===== src/rtl/qfrm_pkg.sv =====
`default_nettype none
// ----------------------------------------------------------------------------
// qfrm_pkg
// Shared widths, branch codes and sideband types for the rotation matrix to
// quaternion pipeline (Q2.14 in, Q2.14 out).
// ----------------------------------------------------------------------------
package qfrm_pkg;

   // number format
   localparam int DATA_WIDTH = 16;
   localparam int FRAC_BITS  = 14;

   // front end widths
   localparam int TRACE_W = DATA_WIDTH + 2;
   localparam int RAD_W   = DATA_WIDTH + 3;
   localparam int NUM_W   = DATA_WIDTH + 1;
   localparam int N_COMP  = 4;
   localparam int N_ELEM  = 9;

   // one in the radicand format
   localparam logic signed [RAD_W-1:0] ONE_Q = RAD_W'(1 << FRAC_BITS);

   // square root unit: 2*SQ_K bit radicand, SQ_K bit root, one root bit per stage
   localparam int SQ_K    = 31;
   localparam int SQ_IN_W = 2 * SQ_K;
   localparam int SQ_RW   = SQ_K + 2;

   // divider unit: one quotient bit per stage
   localparam int DIV_LANES = N_COMP;
   localparam int DIV_N_W   = 48;
   localparam int DIV_D_W   = 32;
   localparam int DIV_Q_W   = 24;
   localparam int DIV_R_W   = DIV_D_W + 1;

   // first root and the chosen component
   localparam int ROOT1_W = DATA_WIDTH;
   localparam int HALF_W  = ROOT1_W - 1;

   // normalization
   localparam int NORM_TOP = 29;
   localparam int MAG_W    = NORM_TOP + 1;
   localparam int SHIFT_W  = 5;
   localparam int SQR_W    = 2 * MAG_W;
   localparam int SUM_W    = SQR_W + 2;
   localparam int NORM_LAT = 5;
   localparam int NORM_W   = SQ_K;

   // output saturation limits
   localparam logic [DIV_Q_W-1:0] MAX_POS = DIV_Q_W'((1 << (DATA_WIDTH - 1)) - 1);
   localparam logic [DIV_Q_W-1:0] MAX_NEG = DIV_Q_W'(1 << (DATA_WIDTH - 1));

   // largest component; the code equals the component lane (w, x, y, z)
   typedef enum logic [1:0] {
      BIG_W = 2'd0,
      BIG_X = 2'd1,
      BIG_Y = 2'd2,
      BIG_Z = 2'd3
   } big_type;

   // sideband across the first square root
   typedef struct packed {
      logic                           degen;
      big_type                        big;
      logic [N_COMP-1:0]              neg;
      logic [N_COMP-1:0][NUM_W-1:0]   amag;
   } side_a_type;

   // sideband across the first divider
   typedef struct packed {
      logic              degen;
      big_type           big;
      logic [N_COMP-1:0] neg;
      logic [HALF_W-1:0] half;
   } side_b_type;

   // sign and degenerate flag
   typedef struct packed {
      logic              degen;
      logic [N_COMP-1:0] neg;
   } flag_type;

   // sideband across the second square root
   typedef struct packed {
      logic                         degen;
      logic [N_COMP-1:0]            neg;
      logic [N_COMP-1:0][MAG_W-1:0] mag;
   } side_d_type;

endpackage
`default_nettype wire


===== src/rtl/qfrm_sqrt.sv =====
`default_nettype none
// ----------------------------------------------------------------------------
// qfrm_sqrt
// Pipelined restoring integer square root, one root bit per stage.
// ----------------------------------------------------------------------------
module qfrm_sqrt import qfrm_pkg::*; (
   input  logic               clock,
   input  logic               reset,
   input  logic               in_valid,
   input  logic [SQ_IN_W-1:0] radicand,
   output logic               out_valid,
   output logic [SQ_K-1:0]    root
);

   logic [SQ_IN_W-1:0] x_ff    [SQ_K];
   logic [SQ_RW-1:0]   rem_ff  [SQ_K];
   logic [SQ_K-1:0]    root_ff [SQ_K];
   logic               v_ff    [SQ_K];

   for (genvar s = 0; s < SQ_K; s++) begin : g_step
      logic [SQ_IN_W-1:0] x_cur;
      logic [SQ_RW-1:0]   rem_cur;
      logic [SQ_K-1:0]    root_cur;
      logic               v_cur;
      logic [SQ_RW+1:0]   rem_sh;
      logic [SQ_RW+1:0]   trial;
      logic [SQ_RW+1:0]   diff;

      if (s == 0) begin : g_first
         assign x_cur    = radicand;
         assign rem_cur  = '0;
         assign root_cur = '0;
         assign v_cur    = in_valid;
      end else begin : g_next
         assign x_cur    = x_ff[s-1];
         assign rem_cur  = rem_ff[s-1];
         assign root_cur = root_ff[s-1];
         assign v_cur    = v_ff[s-1];
      end

      // bring down two radicand bits and try 4*root+1
      always_comb begin
         rem_sh = {rem_cur, x_cur[SQ_IN_W-1 -: 2]};
         trial  = {2'b00, root_cur, 2'b01};
         diff   = rem_sh - trial;
      end

      always_ff @(posedge clock) begin
         x_ff[s] <= {x_cur[SQ_IN_W-3:0], 2'b00};
         if (rem_sh >= trial) begin
            rem_ff[s]  <= diff[SQ_RW-1:0];
            root_ff[s] <= {root_cur[SQ_K-2:0], 1'b1};
         end else begin
            rem_ff[s]  <= rem_sh[SQ_RW-1:0];
            root_ff[s] <= {root_cur[SQ_K-2:0], 1'b0};
         end
      end

      always_ff @(posedge clock) begin
         if (reset) begin
            v_ff[s] <= 1'b0;
         end else begin
            v_ff[s] <= v_cur;
         end
      end
   end

   assign out_valid = v_ff[SQ_K-1];
   assign root      = root_ff[SQ_K-1];

endmodule
`default_nettype wire


===== config.mk =====
export PLATFORM = sky130hd
export DESIGN_NAME = qfrm_sqrt
export DESIGN_NICKNAME = d
export VERILOG_FILES = /design/src/rtl/qfrm_pkg.sv /design/src/rtl/qfrm_sqrt.sv
export SDC_FILE = /design/constraint.sdc
export NUM_CORES = 2
export LEC_CHECK = 0
export ABC_CLOCK_PERIOD_IN_PS = 4290
export BUFFER_PORTS_ARGS = -buffer_cell sky130_fd_sc_hd__buf_2
export CORE_ASPECT_RATIO = 1.2
export CORE_MARGIN = 8
export CORE_UTILIZATION = 62
export CTS_CLUSTER_DIAMETER = 60
export DETAILED_ROUTE_END_ITERATION = 8
export MAX_ROUTING_LAYER = met4
export PLACE_DENSITY = 0.78
export SYNTH_ARGS = -nofsm -noshare
export SYNTH_HDL_FRONTEND = slang
export SYNTH_SLANG_ARGS = --single-unit

===== constraint.sdc =====
create_clock -name clock -period 4.29 [get_ports clock]
set_input_delay 0.2145 -clock clock [delete_from_list [all_inputs] [get_ports clock]]
set_output_delay 0.2145 -clock clock [all_outputs]
set_load 0.01 [all_outputs]

==> out/results.txt <==
Run status = finished clean
Layout cells sized above 1 = 7.60%
Worst path buffer plus inverter count = 2
CP Launch Type = flip-flop
First-pass GRT wire length = 302 mm
Yosys reg bits = 2399
FF-to-FF End = rem_ff[1][310]
Place WS = 0.451 ns
Clock Sinks = 2399
Synth Area in Adders = 7.54%
Post-synth ARST share = 0%
Slew Limit Fails = 0
Critical Path RT = 5.05 ns
Area growth from synthesis to layout = 13.1%
Post-synth top area share = 54.8%
Max-Cap Viols = 0
Fin. Hold Viols = 0
Number of global-route vias before repair = 60.9k
DRC Markers = 0
Setup CP Type = reg -> reg
CTS Buffer Depth = 3
Die H = 428 um
Crit Path Max Fanout = 16
Worst reg2reg path depth = 11
Synth Instances = 8601
Total Power = 58.0 mW
Final min period = 3.84 ns
Initial antenna violation count = 2
Seq/Total Area, Yosys = 54.8%
Max stage delay on crit path = 0.44 ns
Number of enable flip-flop cells after synthesis = 0
Wire per inst = 17.2 um
Period Utilization, post-route = 89.4%
Power Dens Cells = 585 nW/um^2
Yosys warns = 0
DPL Wire Length = 138 mm
Starting Density = 62.2%
Slew headroom = 35.3%
Setup TNS = 0 ns
Die area = 154000 um^2
Crit-path cells = inv_1 > ha_1 > a21oi_1 > a21oi_1 > o32ai_1 > o21ai_0 > a41oi_1 > o21ai_1 > a21oi_4 > clkinv_1 > mux2_2
Hold Crit Class = in -> reg
Worst IR drop on VDD = 0.662 mV
Final GP Congestion = 0.965
Top FF cell, synth = dfxtp_1
Row cnt = 151
ANT cells = 0
Final Non-Filler Cells = 10.9k
Post-DR vias/cell = 5.54
Initial drt markers = 3331
Largest area contributor in the netlist = dfxtp_1
Combinational family with the most area after synthesis = simple AND/OR/NAND/NOR gates
Synthesized area = 87600 um^2
Final setup vio count = 0
CORE AREA = 141000 um^2
Cell with the most instances after synthesis = dfxtp_1
Crit Reg-Reg Startpoint = root_ff[1][249]
Worst slew pin tran = 0.946 ns
Top cell by count, worst path = a21oi_1
Die width = 359 um
Hold Path Depth = 3
Clock Latency Late Sink = 0.88 ns
Crit path max-delay cell type = o32ai_1
Layout Skew = 0.0979 ns
Count of cell types in the netlist = 88
Post-synthesis mux area share = 1.52%
Congestion Overflow GR = 0
Total CTS buffers = 213
Final ANT Viol Nets = 0
Root buf cell = clkbuf_16
Via count = 60.6k
Largest net degree at the start of global routing = 56
Compound-Gate Fraction of Synth Area = 12.4%
Cell family with most CP delay = compound AO/OA/AOI/OAI gates
CTS tree = built
Crit end category = flip-flop
Syn_area_per_cell = 10.2 um^2
Port bufs = 96
Placed insts = 10.4k
Min-delay src = radicand[61]
Critical path data arrival time = 4.60 ns
Final WL = 189 mm
Synth top cells by count = dfxtp_1, inv_1, nand2_1, nor2_1, ha_1
Leakage power = 46.5 nW
# IOs = 97
Simple-gate share of the synthesized area = 12.7%
Post-Synth XOR/XNOR Area = 7.54%
# nets final = 9512
R2R Setup Slk = 0.45 ns
End point of the worst hold path = root_ff[0][0]
Synth area leaders = dfxtp_1, ha_1, xor2_1
Drt pass-1 iters = 6
RSZ-0062 raised after global routing = no
Mapped Nets = 9194
Clock slew at reported path FFs = 0.06 ns
Max frequency = 261 MHz
Post-CTS setup buffer count = 0
Final worst slack = 0.454 ns
GR Util All Layers = 24.4%
H-tree depth = 4
==> tightest hold or removal path, delay by kind of cell <==
| kind | cells | cell delay (ns) |
|---|---|---|
| buf+inv | 2 | 0.65 |
| simple gates | 1 | 0.10 |
==> kinds of logic after synthesis <==
family / Yosys count
AND/OR/NAND/NOR: 2257
adder cells (fa/ha/maj): 528
other: 1
AO/OA/AOI/OAI: 1725
multiplexers: 118
buffers and inverters: 819
XOR/XNOR: 754
flip-flops: 2399
==> routing by layer <==
layer  wire, um  GRT usage [%]
met2      98700           45.8
met4       8000           10.5
met3       7550           3.28
met5          0              -
met1      74400           25.7
==> cell type report <==
cell class              count  area [um^2]
well taps                1836         2300
multi-input cells        5383        36600
inverters                 662         2480
repair buffers            260         2080
flip-flops and latches   2399        48000
fillers                 10200        41700
clock inverters           110         1580
clock buffers             289         6040
==> through the flow <==
| step | instance area (um^2) | utilization, % | hold WS [ns] |
|---|---|---|---|
| finish | 99100 | 70.4 | 0.127 |
| global route | 99100 | 70.4 | 0.105 |
| CTS | 99100 | 70.4 | 0.0381 |
| detailed placement | 90200 | 64.1 | 0.312 |
| global placement | 90200 | 64.1 | 0.309 |
| floorplan | 87600 | - | 0.242 |
==> flip-flops by register name, summed over array words and instances, names as in the netlist <==
name and flops:
root_ff 496, x_ff 930, v_ff 31, rem_ff 942
==> cell usage in the layout (no fill, tap or decap), types with 37 or more instances in the layout <==
master,netlist,routed
nand4_1,76,76
buf_2,4,96
mux2_2,97,97
ha_1,528,528
a31oi_1,49,48
nor2b_1,99,99
o211ai_1,37,37
nor3_1,228,227
dfxtp_1,2399,2399
dlygate4sd3_1,0,126
a21o_1,224,224
nor4_1,108,108
o21ai_0,450,449
nor2_1,556,553
clkbuf_16,0,213
nand2_1,577,577
clkbuf_8,0,42
or2_2,52,52
xor2_1,381,381
nand3_1,140,140
a211oi_1,48,48
o21bai_1,46,46
o31ai_1,58,57
a21oi_1,490,488
clkinv_2,0,41
o21a_1,107,107
or3_1,101,101
nand2b_1,85,85
or4_1,65,65
inv_1,657,657
and3_1,55,55
xnor2_1,373,373
==> report_power, final <==
| part | switching [mW] | internal (mW) | leakage, nW |
|---|---|---|---|
| Clock | 8.49 | 11.4 | 3.67 |
| Sequential | 2.81 | 25.9 | 20.1 |
| Combinational | 5.13 | 4.24 | 22.8 |
==> worst max path at each step <==
stage          depth (start not counted)            start        endpoint  slack (ns)
2_1_floorplan                          9    rem_ff[1][21]   rem_ff[1][37]        1.07
3_3_place_gp                          11  root_ff[1][249]  rem_ff[1][306]        0.57
3_5_place_dp                          11  root_ff[1][249]  rem_ff[1][310]        0.45
4_1_cts                               11  root_ff[1][249]  rem_ff[1][327]        0.38
5_1_grt                               11  root_ff[1][124]  rem_ff[1][197]        0.20
6_report                              11  root_ff[1][249]  rem_ff[1][310]        0.45
==> repair_timing <==
action,CTS,global route
endpoints found under the setup margin,0,1
gates resized for setup,0,1
hold endpoints to repair,94,0
hold buffers,126,0
Note: power is estimated with default switching activity, not from simulation.
